File: src/cvs_pkg.sv
// Shared types, constants and the LFSR helper function of the cache victim selector.
package cvs_pkg;

	localparam int SLOTS_DEF      = 16;
	localparam int STAMP_BITS_DEF = 32;

	localparam int SLOT_FW  = 4;
	localparam int STAMP_FW = 32;
	localparam int SIZE_W   = 24;
	localparam int SUM_W    = 32;

	localparam int               LFSR_W    = 16;
	localparam logic [LFSR_W-1:0] LFSR_SEED = 16'hACE1;
	localparam logic [LFSR_W-1:0] LFSR_TAPS = 16'hB400;

	localparam int APB_DW = 32;
	localparam int APB_AW = 3;

	localparam logic REG_POLICY = 1'b0;

	localparam logic OP_WRITE = 1'b0;
	localparam logic OP_EVICT = 1'b1;

	typedef enum logic [1:0] {
		POL_RANDOM  = 2'd0,
		POL_LRU     = 2'd1,
		POL_LARGEST = 2'd2,
		POL_NONE    = 2'd3
	} policy_t;

	localparam policy_t POLICY_RESET = POL_LRU;

	typedef enum logic [3:0] {
		ST_IDLE,
		ST_WR_RD,
		ST_WR_UP,
		ST_EV_CHK,
		ST_MOD,
		ST_PICK,
		ST_SCAN,
		ST_V_RD,
		ST_EVICT,
		ST_DONE
	} state_t;

	function automatic logic [LFSR_W-1:0] lfsr_next(input logic [LFSR_W-1:0] v);
		logic [LFSR_W-1:0] s;
		s = v >> 1;
		if (v[0]) begin
			s = s ^ LFSR_TAPS;
		end
		return s;
	endfunction

endpackage

File: src/cvs_entry_ram.sv
// Single-port entry memory with registered read data.
module cvs_entry_ram #(
	parameter int DEPTH = cvs_pkg::SLOTS_DEF,
	parameter int WIDTH = cvs_pkg::STAMP_BITS_DEF + cvs_pkg::SIZE_W
) (
	input  logic                     clk,
	input  logic                     we,
	input  logic [$clog2(DEPTH)-1:0] addr,
	input  logic [WIDTH-1:0]         wdata,
	output logic [WIDTH-1:0]         rdata
);

	logic [WIDTH-1:0] mem [DEPTH];

	always_ff @(posedge clk) begin
		if (we) begin
			mem[addr] <= wdata;
		end
		rdata <= mem[addr];
	end

endmodule

File: src/cvs_mod_unit.sv
// Restoring remainder unit that yields one quotient bit per cycle.
module cvs_mod_unit #(
	parameter int DIVIDEND_W = cvs_pkg::LFSR_W,
	parameter int DIVISOR_W  = 5
) (
	input  logic                  clk,
	input  logic                  arst_n,
	input  logic                  start,
	input  logic [DIVIDEND_W-1:0] dividend,
	input  logic [DIVISOR_W-1:0]  divisor,
	output logic                  done,
	output logic [DIVISOR_W-1:0]  remainder
);

	localparam int STEP_W = $clog2(DIVIDEND_W + 1);
	localparam logic [STEP_W-1:0] LAST_STEP = STEP_W'(DIVIDEND_W - 1);

	logic                  busy_q;
	logic                  done_q;
	logic [STEP_W-1:0]     step_q;
	logic [DIVIDEND_W-1:0] num_q;
	logic [DIVISOR_W-1:0]  den_q;
	logic [DIVISOR_W-1:0]  rem_q;
	logic [DIVISOR_W:0]    trial;
	logic [DIVISOR_W:0]    diff;
	logic [DIVISOR_W-1:0]  rem_next;

	always_comb begin
		trial = {rem_q, num_q[DIVIDEND_W-1]};
		diff  = trial - {1'b0, den_q};
		if (trial >= {1'b0, den_q}) begin
			rem_next = diff[DIVISOR_W-1:0];
		end else begin
			rem_next = trial[DIVISOR_W-1:0];
		end
	end

	always_ff @(posedge clk or negedge arst_n) begin
		if (!arst_n) begin
			busy_q <= 1'b0;
			done_q <= 1'b0;
			step_q <= '0;
		end else begin
			done_q <= 1'b0;
			if (start) begin
				busy_q <= 1'b1;
				step_q <= '0;
			end else if (busy_q) begin
				step_q <= step_q + 1'b1;
				if (step_q == LAST_STEP) begin
					busy_q <= 1'b0;
					done_q <= 1'b1;
				end
			end
		end
	end

	always_ff @(posedge clk) begin
		if (start) begin
			num_q <= dividend;
			den_q <= divisor;
			rem_q <= '0;
		end else if (busy_q) begin
			num_q <= num_q << 1;
			rem_q <= rem_next;
		end
	end

	assign done      = done_q;
	assign remainder = rem_q;

endmodule

File: src/cvs_ctrl.sv
// Sequencer that reads, modifies and writes back the entry memory, selects the victim and keeps the totals.
module cvs_ctrl #(
	parameter int SLOTS      = cvs_pkg::SLOTS_DEF,
	parameter int STAMP_BITS = cvs_pkg::STAMP_BITS_DEF
) (
	input  logic                         clk,
	input  logic                         arst_n,
	input  cvs_pkg::policy_t             policy,
	input  logic                         in_valid,
	output logic                         in_ready,
	input  logic                         operation,
	input  logic [cvs_pkg::SLOT_FW-1:0]  slot,
	input  logic [cvs_pkg::STAMP_FW-1:0] entry_stamp,
	input  logic [cvs_pkg::SIZE_W-1:0]   entry_size,
	output logic                         out_valid,
	input  logic                         out_ready,
	output logic                         evicted,
	output logic [cvs_pkg::SLOT_FW-1:0]  victim_slot,
	output logic [cvs_pkg::SIZE_W-1:0]   victim_size,
	output logic [cvs_pkg::SUM_W-1:0]    total_size
);

	localparam int SLOT_W  = $clog2(SLOTS);
	localparam int CNT_W   = $clog2(SLOTS + 1);
	localparam int SIZE_W  = cvs_pkg::SIZE_W;
	localparam int SUM_W   = cvs_pkg::SUM_W;
	localparam int ENTRY_W = STAMP_BITS + SIZE_W;
	localparam logic [SLOT_W-1:0] LAST_SLOT = SLOT_W'(SLOTS - 1);

	cvs_pkg::state_t state_q, state_d;

	logic [SLOTS-1:0]              valid_q;
	logic [CNT_W-1:0]              count_q;
	logic [SUM_W-1:0]              sum_q;
	logic [cvs_pkg::LFSR_W-1:0]    lfsr_q;
	logic [cvs_pkg::LFSR_W-1:0]    lfsr_adv;

	logic [SLOT_W-1:0]             slot_q;
	logic [STAMP_BITS-1:0]         stamp_q;
	logic [SIZE_W-1:0]             size_q;

	logic [SLOT_W-1:0]             scan_idx_q;
	logic                          issue_done_q;
	logic                          rd_vld_s1;
	logic [SLOT_W-1:0]             rd_idx_s1;
	logic                          best_found_q;
	logic [SLOT_W-1:0]             best_idx_q;
	logic [STAMP_BITS-1:0]         best_stamp_q;
	logic [SIZE_W-1:0]             best_size_q;
	logic [SLOT_W-1:0]             victim_q;
	logic [CNT_W-1:0]              seen_q;

	logic                          res_evicted_q;
	logic [SLOT_W-1:0]             res_slot_q;
	logic [SIZE_W-1:0]             res_size_q;

	logic                          out_valid_q;
	logic                          out_evicted_q;
	logic [cvs_pkg::SLOT_FW-1:0]   out_slot_q;
	logic [SIZE_W-1:0]             out_size_q;
	logic [SUM_W-1:0]              out_total_q;

	logic                          ram_we;
	logic [SLOT_W-1:0]             ram_addr;
	logic [ENTRY_W-1:0]            ram_rdata;
	logic [STAMP_BITS-1:0]         rd_stamp;
	logic [SIZE_W-1:0]             rd_size;

	logic                          mod_start;
	logic                          mod_done;
	logic [CNT_W-1:0]              mod_rem;

	logic [SLOT_W+3:0]             slot_ext;
	logic                          slot_ok;
	logic [STAMP_BITS+31:0]        stamp_ext;
	logic [SLOT_W+3:0]             vslot_ext;
	logic                          accept;
	logic                          load_out;
	logic                          better;
	logic [SIZE_W-1:0]             old_size;

	assign slot_ext  = {SLOT_W'(0), slot};
	assign slot_ok   = slot_ext < (SLOT_W + 4)'(SLOTS);
	assign stamp_ext = {STAMP_BITS'(0), entry_stamp};
	assign vslot_ext = {4'b0000, res_slot_q};
	assign rd_stamp  = ram_rdata[ENTRY_W-1:SIZE_W];
	assign rd_size   = ram_rdata[SIZE_W-1:0];
	assign lfsr_adv  = cvs_pkg::lfsr_next(lfsr_q);
	assign accept    = in_valid && in_ready;
	assign load_out  = (state_q == cvs_pkg::ST_DONE) && (!out_valid_q || out_ready);
	assign old_size  = valid_q[slot_q] ? rd_size : '0;

	always_comb begin
		better = !best_found_q;
		if (best_found_q) begin
			if (policy == cvs_pkg::POL_LRU) begin
				better = rd_stamp < best_stamp_q;
			end else begin
				better = rd_size > best_size_q;
			end
		end
	end

	always_comb begin
		state_d = state_q;
		case (state_q)
			cvs_pkg::ST_IDLE: begin
				if (accept) begin
					if (operation == cvs_pkg::OP_EVICT) begin
						state_d = cvs_pkg::ST_EV_CHK;
					end else if (slot_ok) begin
						state_d = cvs_pkg::ST_WR_RD;
					end else begin
						state_d = cvs_pkg::ST_DONE;
					end
				end
			end
			cvs_pkg::ST_WR_RD: state_d = cvs_pkg::ST_WR_UP;
			cvs_pkg::ST_WR_UP: state_d = cvs_pkg::ST_DONE;
			cvs_pkg::ST_EV_CHK: begin
				if (count_q == '0 || policy == cvs_pkg::POL_NONE) begin
					state_d = cvs_pkg::ST_DONE;
				end else if (policy == cvs_pkg::POL_RANDOM) begin
					state_d = cvs_pkg::ST_MOD;
				end else begin
					state_d = cvs_pkg::ST_SCAN;
				end
			end
			cvs_pkg::ST_MOD: begin
				if (mod_done) begin
					state_d = cvs_pkg::ST_PICK;
				end
			end
			cvs_pkg::ST_PICK: begin
				if (valid_q[scan_idx_q] && seen_q == mod_rem) begin
					state_d = cvs_pkg::ST_V_RD;
				end
			end
			cvs_pkg::ST_SCAN: begin
				if (issue_done_q && !rd_vld_s1) begin
					state_d = cvs_pkg::ST_V_RD;
				end
			end
			cvs_pkg::ST_V_RD: state_d = cvs_pkg::ST_EVICT;
			cvs_pkg::ST_EVICT: state_d = cvs_pkg::ST_DONE;
			cvs_pkg::ST_DONE: begin
				if (load_out) begin
					state_d = cvs_pkg::ST_IDLE;
				end
			end
			default: state_d = cvs_pkg::ST_IDLE;
		endcase
	end

	always_comb begin
		in_ready  = 1'b0;
		ram_we    = 1'b0;
		ram_addr  = slot_q;
		mod_start = 1'b0;
		case (state_q)
			cvs_pkg::ST_IDLE: in_ready = 1'b1;
			cvs_pkg::ST_WR_UP: ram_we = 1'b1;
			cvs_pkg::ST_EV_CHK: begin
				mod_start = (count_q != '0) && (policy == cvs_pkg::POL_RANDOM);
			end
			cvs_pkg::ST_SCAN: ram_addr = scan_idx_q;
			cvs_pkg::ST_V_RD: ram_addr = victim_q;
			default: ram_addr = slot_q;
		endcase
	end

	always_ff @(posedge clk or negedge arst_n) begin
		if (!arst_n) begin
			state_q       <= cvs_pkg::ST_IDLE;
			valid_q       <= '0;
			count_q       <= '0;
			sum_q         <= '0;
			lfsr_q        <= cvs_pkg::LFSR_SEED;
			issue_done_q  <= 1'b0;
			rd_vld_s1     <= 1'b0;
			best_found_q  <= 1'b0;
			res_evicted_q <= 1'b0;
			out_valid_q   <= 1'b0;
		end else begin
			state_q <= state_d;
			case (state_q)
				cvs_pkg::ST_IDLE: begin
					if (accept) begin
						res_evicted_q <= 1'b0;
					end
				end
				cvs_pkg::ST_WR_UP: begin
					valid_q[slot_q] <= 1'b1;
					sum_q           <= sum_q - SUM_W'(old_size) + SUM_W'(size_q);
					if (!valid_q[slot_q]) begin
						count_q <= count_q + 1'b1;
					end
				end
				cvs_pkg::ST_EV_CHK: begin
					issue_done_q <= 1'b0;
					rd_vld_s1    <= 1'b0;
					best_found_q <= 1'b0;
					if (mod_start) begin
						lfsr_q <= lfsr_adv;
					end
				end
				cvs_pkg::ST_SCAN: begin
					rd_vld_s1 <= !issue_done_q;
					if (!issue_done_q && scan_idx_q == LAST_SLOT) begin
						issue_done_q <= 1'b1;
					end
					if (rd_vld_s1 && valid_q[rd_idx_s1] && better) begin
						best_found_q <= 1'b1;
					end
				end
				cvs_pkg::ST_EVICT: begin
					valid_q[victim_q] <= 1'b0;
					count_q           <= count_q - 1'b1;
					sum_q             <= sum_q - SUM_W'(rd_size);
					res_evicted_q     <= 1'b1;
				end
				default: begin
				end
			endcase
			if (load_out) begin
				out_valid_q <= 1'b1;
			end else if (out_ready) begin
				out_valid_q <= 1'b0;
			end
		end
	end

	always_ff @(posedge clk) begin
		case (state_q)
			cvs_pkg::ST_IDLE: begin
				if (accept) begin
					slot_q     <= slot_ext[SLOT_W-1:0];
					stamp_q    <= stamp_ext[STAMP_BITS-1:0];
					size_q     <= entry_size;
					res_slot_q <= '0;
					res_size_q <= '0;
				end
			end
			cvs_pkg::ST_EV_CHK: begin
				scan_idx_q <= '0;
				seen_q     <= '0;
			end
			cvs_pkg::ST_PICK: begin
				scan_idx_q <= scan_idx_q + 1'b1;
				victim_q   <= scan_idx_q;
				if (valid_q[scan_idx_q]) begin
					seen_q <= seen_q + 1'b1;
				end
			end
			cvs_pkg::ST_SCAN: begin
				rd_idx_s1 <= scan_idx_q;
				victim_q  <= best_idx_q;
				if (!issue_done_q && scan_idx_q != LAST_SLOT) begin
					scan_idx_q <= scan_idx_q + 1'b1;
				end
				if (rd_vld_s1 && valid_q[rd_idx_s1] && better) begin
					best_idx_q   <= rd_idx_s1;
					best_stamp_q <= rd_stamp;
					best_size_q  <= rd_size;
				end
			end
			cvs_pkg::ST_EVICT: begin
				res_slot_q <= victim_q;
				res_size_q <= rd_size;
			end
			default: begin
			end
		endcase
		if (load_out) begin
			out_evicted_q <= res_evicted_q;
			out_slot_q    <= vslot_ext[3:0];
			out_size_q    <= res_size_q;
			out_total_q   <= sum_q;
		end
	end

	cvs_entry_ram #(
		.DEPTH (SLOTS),
		.WIDTH (ENTRY_W)
	) u_ram (
		.clk   (clk),
		.we    (ram_we),
		.addr  (ram_addr),
		.wdata ({stamp_q, size_q}),
		.rdata (ram_rdata)
	);

	cvs_mod_unit #(
		.DIVIDEND_W (cvs_pkg::LFSR_W),
		.DIVISOR_W  (CNT_W)
	) u_mod (
		.clk       (clk),
		.arst_n    (arst_n),
		.start     (mod_start),
		.dividend  (lfsr_adv),
		.divisor   (count_q),
		.done      (mod_done),
		.remainder (mod_rem)
	);

	assign out_valid   = out_valid_q;
	assign evicted     = out_evicted_q;
	assign victim_slot = out_slot_q;
	assign victim_size = out_size_q;
	assign total_size  = out_total_q;

endmodule

File: src/cache_victim_selector_core.sv
// Top level of the cache victim selector: register port, sequencer and checks.
// One item is worked on at a time; in_ready rises in the same cycle that the result is loaded onto the output.
// A write reads the old entry and then writes the new one; an evict with no valid entry or with
// the none policy finds no victim; least recently used and largest size read the memory once per slot,
// and random takes a bit-serial remainder, then a walk of valid bits, before the victim is read.
// Reset clears valid bits, count and total, seeds the LFSR with 0xACE1 and sets policy 1.
module cache_victim_selector_core #(
	parameter int SLOTS      = cvs_pkg::SLOTS_DEF,
	parameter int STAMP_BITS = cvs_pkg::STAMP_BITS_DEF
) (
	input  logic                         clk,
	input  logic                         arst_n,
	input  logic                         psel,
	input  logic                         penable,
	input  logic                         pwrite,
	input  logic [cvs_pkg::APB_AW-1:0]   paddr,
	input  logic [cvs_pkg::APB_DW-1:0]   pwdata,
	output logic [cvs_pkg::APB_DW-1:0]   prdata,
	output logic                         pready,
	input  logic                         in_valid,
	output logic                         in_ready,
	input  logic                         operation,
	input  logic [cvs_pkg::SLOT_FW-1:0]  slot,
	input  logic [cvs_pkg::STAMP_FW-1:0] entry_stamp,
	input  logic [cvs_pkg::SIZE_W-1:0]   entry_size,
	output logic                         out_valid,
	input  logic                         out_ready,
	output logic                         evicted,
	output logic [cvs_pkg::SLOT_FW-1:0]  victim_slot,
	output logic [cvs_pkg::SIZE_W-1:0]   victim_size,
	output logic [cvs_pkg::SUM_W-1:0]    total_size
);

	cvs_pkg::policy_t policy_q;
	logic             policy_wr;
	logic             policy_sel;

	assign policy_sel = paddr[2] == cvs_pkg::REG_POLICY;
	assign policy_wr  = psel && penable && pwrite && pready && policy_sel;
	assign pready     = 1'b1;

	always_ff @(posedge clk or negedge arst_n) begin
		if (!arst_n) begin
			policy_q <= cvs_pkg::POLICY_RESET;
		end else if (policy_wr) begin
			policy_q <= cvs_pkg::policy_t'(pwdata[1:0]);
		end
	end

	always_comb begin
		prdata = '0;
		if (policy_sel) begin
			prdata = {{(cvs_pkg::APB_DW - 2){1'b0}}, policy_q};
		end
	end

	cvs_ctrl #(
		.SLOTS      (SLOTS),
		.STAMP_BITS (STAMP_BITS)
	) u_ctrl (
		.clk         (clk),
		.arst_n      (arst_n),
		.policy      (policy_q),
		.in_valid    (in_valid),
		.in_ready    (in_ready),
		.operation   (operation),
		.slot        (slot),
		.entry_stamp (entry_stamp),
		.entry_size  (entry_size),
		.out_valid   (out_valid),
		.out_ready   (out_ready),
		.evicted     (evicted),
		.victim_slot (victim_slot),
		.victim_size (victim_size),
		.total_size  (total_size)
	);

	a_one_at_a_time: assert property (@(posedge clk) disable iff (!arst_n)
		in_valid && in_ready |=> !in_ready)
		else $error("A second input beat was taken while an item was in work.");

	a_no_victim_zero: assert property (@(posedge clk) disable iff (!arst_n)
		out_valid && !evicted |-> victim_slot == '0 && victim_size == '0)
		else $error("A result beat without a victim carries a slot or size.");

	a_policy_write: assert property (@(posedge clk) disable iff (!arst_n)
		policy_wr |=> policy_q == cvs_pkg::policy_t'($past(pwdata[1:0])))
		else $error("The policy register did not take the written value.");

endmodule
File: config.mk
export PLATFORM = sky130hd
export DESIGN_NAME = cache_victim_selector_core
export DESIGN_NICKNAME = d
export VERILOG_FILES = /design/src/cvs_pkg.sv /design/src/cvs_entry_ram.sv /design/src/cvs_mod_unit.sv /design/src/cvs_ctrl.sv /design/src/cache_victim_selector_core.sv
export SDC_FILE = /design/constraint.sdc
export NUM_CORES = 2
export LEC_CHECK = 0
export ABC_CLOCK_PERIOD_IN_PS = 6130
export BUFFER_PORTS_ARGS = -buffer_cell sky130_fd_sc_hd__buf_4
export CAP_MARGIN = 15
export CORE_MARGIN = 2
export CORE_UTILIZATION = 50
export DETAILED_ROUTE_END_ITERATION = 7
export PLACE_DENSITY = 0.69
export SLEW_MARGIN = 0
export SYNTH_ARGS = -nofsm -noshare
export SYNTH_HDL_FRONTEND = slang
export SYNTH_SLANG_ARGS = --single-unit
File: constraint.sdc
create_clock -name clk -period 6.13 [get_ports clk]
set_input_delay 1.226 -clock clk [delete_from_list [all_inputs] [get_ports clk]]
set_output_delay 1.226 -clock clk [all_outputs]
set_load 0.1 [all_outputs]
# After elaboration in Yosys (flattened, before gate mapping)
# Memories as Yosys holds them, arrays and structs flattened. A register that Yosys moved wholly into a read port is not among the register bits.
# Index checks and enable logic that the tools add are counted.
[totals]
input_bits = 103
word_cells = 190
latch_bits = 0
ff_bits = 339
ramBits = 896
output_inout_bits = 96
n_memories = 1
romBits = 0
[op_classes]
bitwise = 5
div_mod_pow = 0
n_mul = 0
muxes = 64
add_sub_neg = 9
n_lt_le_gt_ge = 10
eq_ne = 25
n_reduce_logical = 43
shifts = 0
[mem_list]
columns = ["name", "depth", "word_bits", "rd", "rd_clocked_by_memory_dff", "wr", "line", "source"]
rows = [
  ["u_ctrl.u_ram.mem", 16, 56, 1, 1, 1, "cvs_entry_ram.sv:13", "logic [WIDTH-1:0] mem [DEPTH];"],
]
[op_table]
columns = ["cell", "n"]
rows = [
  ["case mux 32 bit (2 select lines)", 1],
  ["subtractor 32 x 24 -> 32 bit", 2],
  ["2-to-1 mux 16 bit", 3],
  ["2-to-1 mux 24 bit", 2],
  ["case mux 24 bit (2 select lines)", 1],
  ["2-to-1 mux 4 bit", 10],
  ["case mux 4 bit (9 select lines)", 1],
  ["adder 32 x 24 -> 32 bit", 1],
  ["< comparator 32 bit", 1],
  ["case mux 16 bit (2 select lines)", 1],
  ["< comparator 4 x 5 -> 1 bit (second input constant)", 5],
  ["2-to-1 mux 5 bit", 5],
  ["greater-than comparator 24 bit", 1],
  ["case mux 4 bit (2 select lines)", 3],
  ["2-to-1 mux 1 bit", 23],
  ["case mux 5 bit (2 select lines)", 2],
  ["AND reduction 2 bit", 9],
  ["bitwise AND 16 bit", 1],
  ["== test 4 x 3 -> 1 bit (second input constant)", 4],
  ["inequality test 2 x 1 -> 1 bit (second input constant)", 8],
  ["NOT 16 bit", 1],
  ["bitwise OR 16 bit", 1],
  ["adder 5 x 1 -> 5 bit (second input constant)", 3],
  ["logical AND 1 bit", 14],
  ["other kinds (31)", 53],
]

# Depth between registers and ports, before layout
[depth]
word_depth = 7
ltp_mapped = 18
mapped_depth_nobuf = 16

# By module
# From an unflattened synthesis, not the netlist that was laid out.
[hier_totals]
hier_cells = 3088
area_unflattened_um2 = 53184.8
[by_module_without_submodules]
columns = ["mod", "cells_per_inst", "seq_area_each_um2", "area_each_um2", "instances"]
rows = [
  ["cvs_entry_ram", 1447, 28026.9, 34650.7, 1],
  ["cvs_ctrl", 1488, 8748.4, 16625.9, 1],
  ["cvs_mod_unit", 113, 905.9, 1545.2, 1],
  ["cache_victim_selector_core", 40, 51.3, 362.8, 1],
]

# Worst setup path after synthesis
# OpenSTA, ideal clock, no wires.
[synth_path]
path_kind = "input -> register"
startpoint = "input out_ready"
endpoint = "register u_ctrl.out_evicted_q (netlist: u_ctrl.evicted) (enable)"
n_path_buf = 0
arrival_time_ns = 5.867
slack_ns = -0.304
required_ns = 5.562
cell_stages = 2
setup_ns = 0.568
cell_sequence = "nand2b_1 > nor3b_1"
[synth_between]
elab_chain_cells = 2
[synth_rtl]
columns = ["item", "line", "source"]
rows = [
  ["from (decl)", "cache_victim_selector_core.sv:27", "input logic out_ready,"],
  ["logical OR 1 bit", "cvs_ctrl.sv:90", "assign load_out = (state_q == cvs_pkg::ST_DONE) && (!out_valid_q || out_ready);"],
  ["logical AND 1 bit", "cvs_ctrl.sv:90", ""],
  ["via u_ctrl.load_out", "cvs_ctrl.sv:78", "logic load_out;"],
  ["to (signal assigned)", "cvs_ctrl.sv:275", "out_evicted_q <= res_evicted_q;"],
  ["to (decl)", "cvs_ctrl.sv:58", "logic out_evicted_q;"],
]
# The timed path passes the listed nets, and every way through them passes these cells.
# A chain may end at the register's enable or synchronous reset.

# Worst setup path after layout
[layout_path]
startpoint = "register u_ctrl.slot_q[0]"
endpoint = "register u_ctrl.sum_q[26]"
[layout_between]
elab_chain_cells = 6
[layout_rtl]
columns = ["item", "line", "source"]
rows = [
  ["from (decl)", "cvs_ctrl.sv:38", "logic [SLOT_W-1:0] slot_q;"],
  ["from (signal assigned)", "cvs_ctrl.sv:237", "slot_q <= slot_ext[SLOT_W-1:0];"],
  ["binary-select mux 1 bit (select 4 bit)", "cvs_ctrl.sv:91", "assign old_size = valid_q[slot_q] ? rd_size : '0;"],
  ["2-to-1 mux 1 bit (not written as such)", "cvs_ctrl.sv:91", ""],
  ["2-to-1 mux 24 bit", "cvs_ctrl.sv:91", ""],
  ["subtractor 32 x 24 -> 32 bit", "cvs_ctrl.sv:194", "sum_q <= sum_q - SUM_W'(old_size) + SUM_W'(size_q);"],
  ["adder 32 x 24 -> 32 bit", "cvs_ctrl.sv:194", ""],
  ["case mux 32 bit (2 select lines)", "cvs_ctrl.sv:186", "case (state_q)"],
  ["to (signal assigned)", "cvs_ctrl.sv:194", ""],
  ["to (signal assigned)", "cvs_ctrl.sv:219", "sum_q <= sum_q - SUM_W'(rd_size);"],
  ["to (decl)", "cvs_ctrl.sv:34", "logic [SUM_W-1:0] sum_q;"],
]
# Every way passes these cells. The select of a mux whose other input is x is not followed.

==> results.json <==
{
  "cts_resized": 0,
  "numCtsBuffers": 134,
  "synth-xor-area-share_pct": 1.03,
  "worst_setup_path_start_kind": "register",
  "synthFlopType": "edfxtp_1",
  "synth_commonest_cells": "1,143 x edfxtp_1, 239 x mux4_2, 208 x inv_1, 154 x nand2_1, 137 x a21oi_1",
  "synth_compound_area_share_pct": 5.48,
  "hold_path_class": "reg2reg",
  "mappedNetlistArea_um2": 53600,
  "routed_wl_um": 111000,
  "port_buffers": 135,
  "dp.final_hpwl_um": 64300,
  "ant_nets": 0,
  "peakVddDrop_uv": 275,
  "synth_edf_count": 1143,
  "crit_fanout": 25,
  "grt_pass1_vias": 27800,
  "dp_slack_ns": 0.787,
  "drt-initial-drc-count": 2521,
  "cts_setup_buffers": 0,
  "globalplace.congestion": 0.880,
  "p_per_area_nw_per_um2": 480,
  "synth_area_leader_cell": "edfxtp_1",
  "grt_max_degree": 124,
  "slowest_delay_ns": 0.74,
  "ys_seq_elements": 1291,
  "io_pins": 199,
  "synthAdderAreaFrac_pct": 4.02,
  "hold_buffers": 0,
  "syn_inst": 3149,
  "dieWidth_um": 331,
  "synth-simple-area-share_pct": 4.57,
  "grt_overflow": 0,
  "total_power_w": 0.0291,
  "ys_top_cells_by_area": "edfxtp_1 64%, mux4_2 10%, dfrtp_1 3.6%, ha_1 3.0%, dfxtp_1 2.3%",
  "syn_area_per_cell_um2": 17.0,
  "synth_mux_area_share_pct": 11.4,
  "period_needed_ns": 5.35,
  "die_y_um": 331,
  "critPathKind": "reg2reg",
  "drv_slew": 0,
  "coreArea_um2": 107000,
  "rsz0062_at_grt": "no",
  "fin_skew_ns": 0.0258,
  "dr.pass1.iters": 7,
  "initial_core_util_pct": 50.3,
  "fill_cells": 8132,
  "via_count": 27500,
  "routedWlPerCell_um": 22.8,
  "post_drt_via_cell_ratio": 5.68,
  "crit_slowest_cell": "mux4_2",
  "drc": 0,
  "worst_pin_slew_ns": 1.17,
  "nets": 3593,
  "row_count": 120,
  "antenna_found_initial": 1,
  "setup_viol": 0,
  "synth_most_common_cell": "edfxtp_1",
  "worst_ep_arrival_time_ns": 5.96,
  "fin_tns_setup_ns": 0,
  "end_kind": "register",
  "cts_sinks": 1291,
  "final_cell_area_um2": 60700,
  "clock.fmax_ghz": 0.187,
  "synth_top_family_by_area": "multiplexers",
  "grt_usage_pct": 20.4,
  "yosys.cell_types.count": 87,
  "cp_data_required_time_ns": 6.74,
  "synth.top_cell.area_share_pct": 64.1,
  "clkTransAtPathRegs_ns": 0.06,
  "syn2layout_area_growth_pct": 13.2,
  "cts_tree": "done",
  "fin_crit_sh_pct": 87.3,
  "fin_util_pct": 56.9,
  "placed_area_um2": 56300,
  "status": "finished clean",
  "cts_max_level": 4,
  "ys_async_sr_fraction_pct": 6.74,
  "leakage_nw": 21.5,
  "root_buffer": "clkbuf_16",
  "seq_area_frac_synth_pct": 70.4,
  "diodes": 0,
  "crit_chain": "mux4_2, mux4_2, and2_1, ha_1, inv_1, ha_1, fa_1, a211oi_1, o21ai_1, nand4_1, a211oi_1, a211oi_2, nor4b_2, nor3_1, xor2_1, a221o_1",
  "slew-limit-headroom_pct": 22.1,
  "die_area_um2": 110000,
  "grt_pass1_wl_um": 170000,
  "max-clock-path-buffers": 3,
  "finalHoldViolations": 0,
  "clock_latency_ns": 0.75,
  "drive_gt1_share_pct": 19.8,
  "maxCapViolations": 0,
  "yosys_warnings": 0,
  "timing.final.ws_setup_ns": 0.776
}
## placed cells by master (no fill, tap or decap), types with 21 or more instances in the layout
cell       count
a211oi_1      74
a21o_1        32
a21oi_1      135
and2_1        33
buf_4        166
clkbuf_1      38
clkbuf_16    136
clkinv_2      21
conb_1        31
dfrtp_1       78
dfxtp_1       61
edfxtp_1    1143
fa_1          27
ha_1         129
inv_1        207
mux2i_1       68
mux4_2       239
nand2_1      154
nand3_1       26
nor2_1        99
nor2b_1       73
nor3_1        24
o21ai_0       89
xnor2_1       36
xor2_1        27
## per-layer routing
metal / share of wire, % / routed length (um) / GRT usage [%] / vias up
li1: - / - / - / 12500
met1: 44 / 48900 / 29.1 / 14100
met2: 48 / 53100 / 32.7 / 827
met3: 5.6 / 6240 / 3.34 / 157
met4: 2.2 / 2480 / 6.16 / 0
met5: 0 / 0 / 0 / -
## worst max-delay path, delay by kind of cell (launching register included)
family	cells	cell delay [ns]
simple gates	4	0.78
mux	2	1.29
fa+ha+maj	3	0.97
compound gates	5	1.44
flops	1	0.57
buf+inv	1	0.04
xor+xnor	1	0.11
## where the power goes
part | switching (W) | internal, W | total (W)
registers | 0.000957 | 0.0109 | 0.0119
clock network | 0.00337 | 0.00458 | 0.00796
logic | 0.00542 | 0.00382 | 0.00924
total | 0.00975 | 0.0193 | 0.0291
## flip-flops by register name (all words and copies together), names as in the netlist, 32 cells and up
name                 flops
u_ctrl.stamp_q          32
u_ctrl.best_stamp_q     32
u_ctrl.total_size       32
u_ctrl.u_ram.mem       896
u_ctrl.sum_q            32
u_ctrl.u_ram.rdata      56
## final timing paths
check	slack (ns)	end	from	depth (start not counted)
min in group asynchronous	0.56	u_ctrl.sum_q[18]	arst_n	1
min	0.41	u_ctrl.victim_size[2]	u_ctrl.res_size_q[2]	0
min reg2reg	0.41	u_ctrl.victim_size[2]	u_ctrl.res_size_q[2]	0
max reg2reg	0.78	u_ctrl.sum_q[26]	u_ctrl.slot_q[0]	16
max in group asynchronous	4.52	u_ctrl.lfsr_q[6]	arst_n	2
max	0.78	u_ctrl.sum_q[26]	u_ctrl.slot_q[0]	16
## per-stage QoR
step	instances	hold slack (ns)
after detailed placement	4601	0.405
after floorplan	3178	0.400
after global routing	4846	0.422
after CTS	4846	0.413
final	4846	0.413
after global placement	4601	0.402
## cell type report
class	count	area (um^2)	share of cell area (%)
Sequential cell	1291	37700	62.2
Multi-Input combinational cell	1517	14500	23.9
Clock buffer	186	3710	6.12
Tap cell	1403	1760	2.89
Timing Repair Buffer	180	1530	2.52
Inverter	210	791	1.30
Clock inverter	59	629	1.04
## kinds of logic (layout without fill, tap and decap cells)
family,Yosys count,in the layout
compound gates,454,454
xor+xnor,63,63
fa+ha+maj,156,156
buf+inv,370,635
flops,1291,1291
mux,311,311
other cells,2,31
simple gates,502,502
No activity file was read; power rests on OpenSTA's default activity.
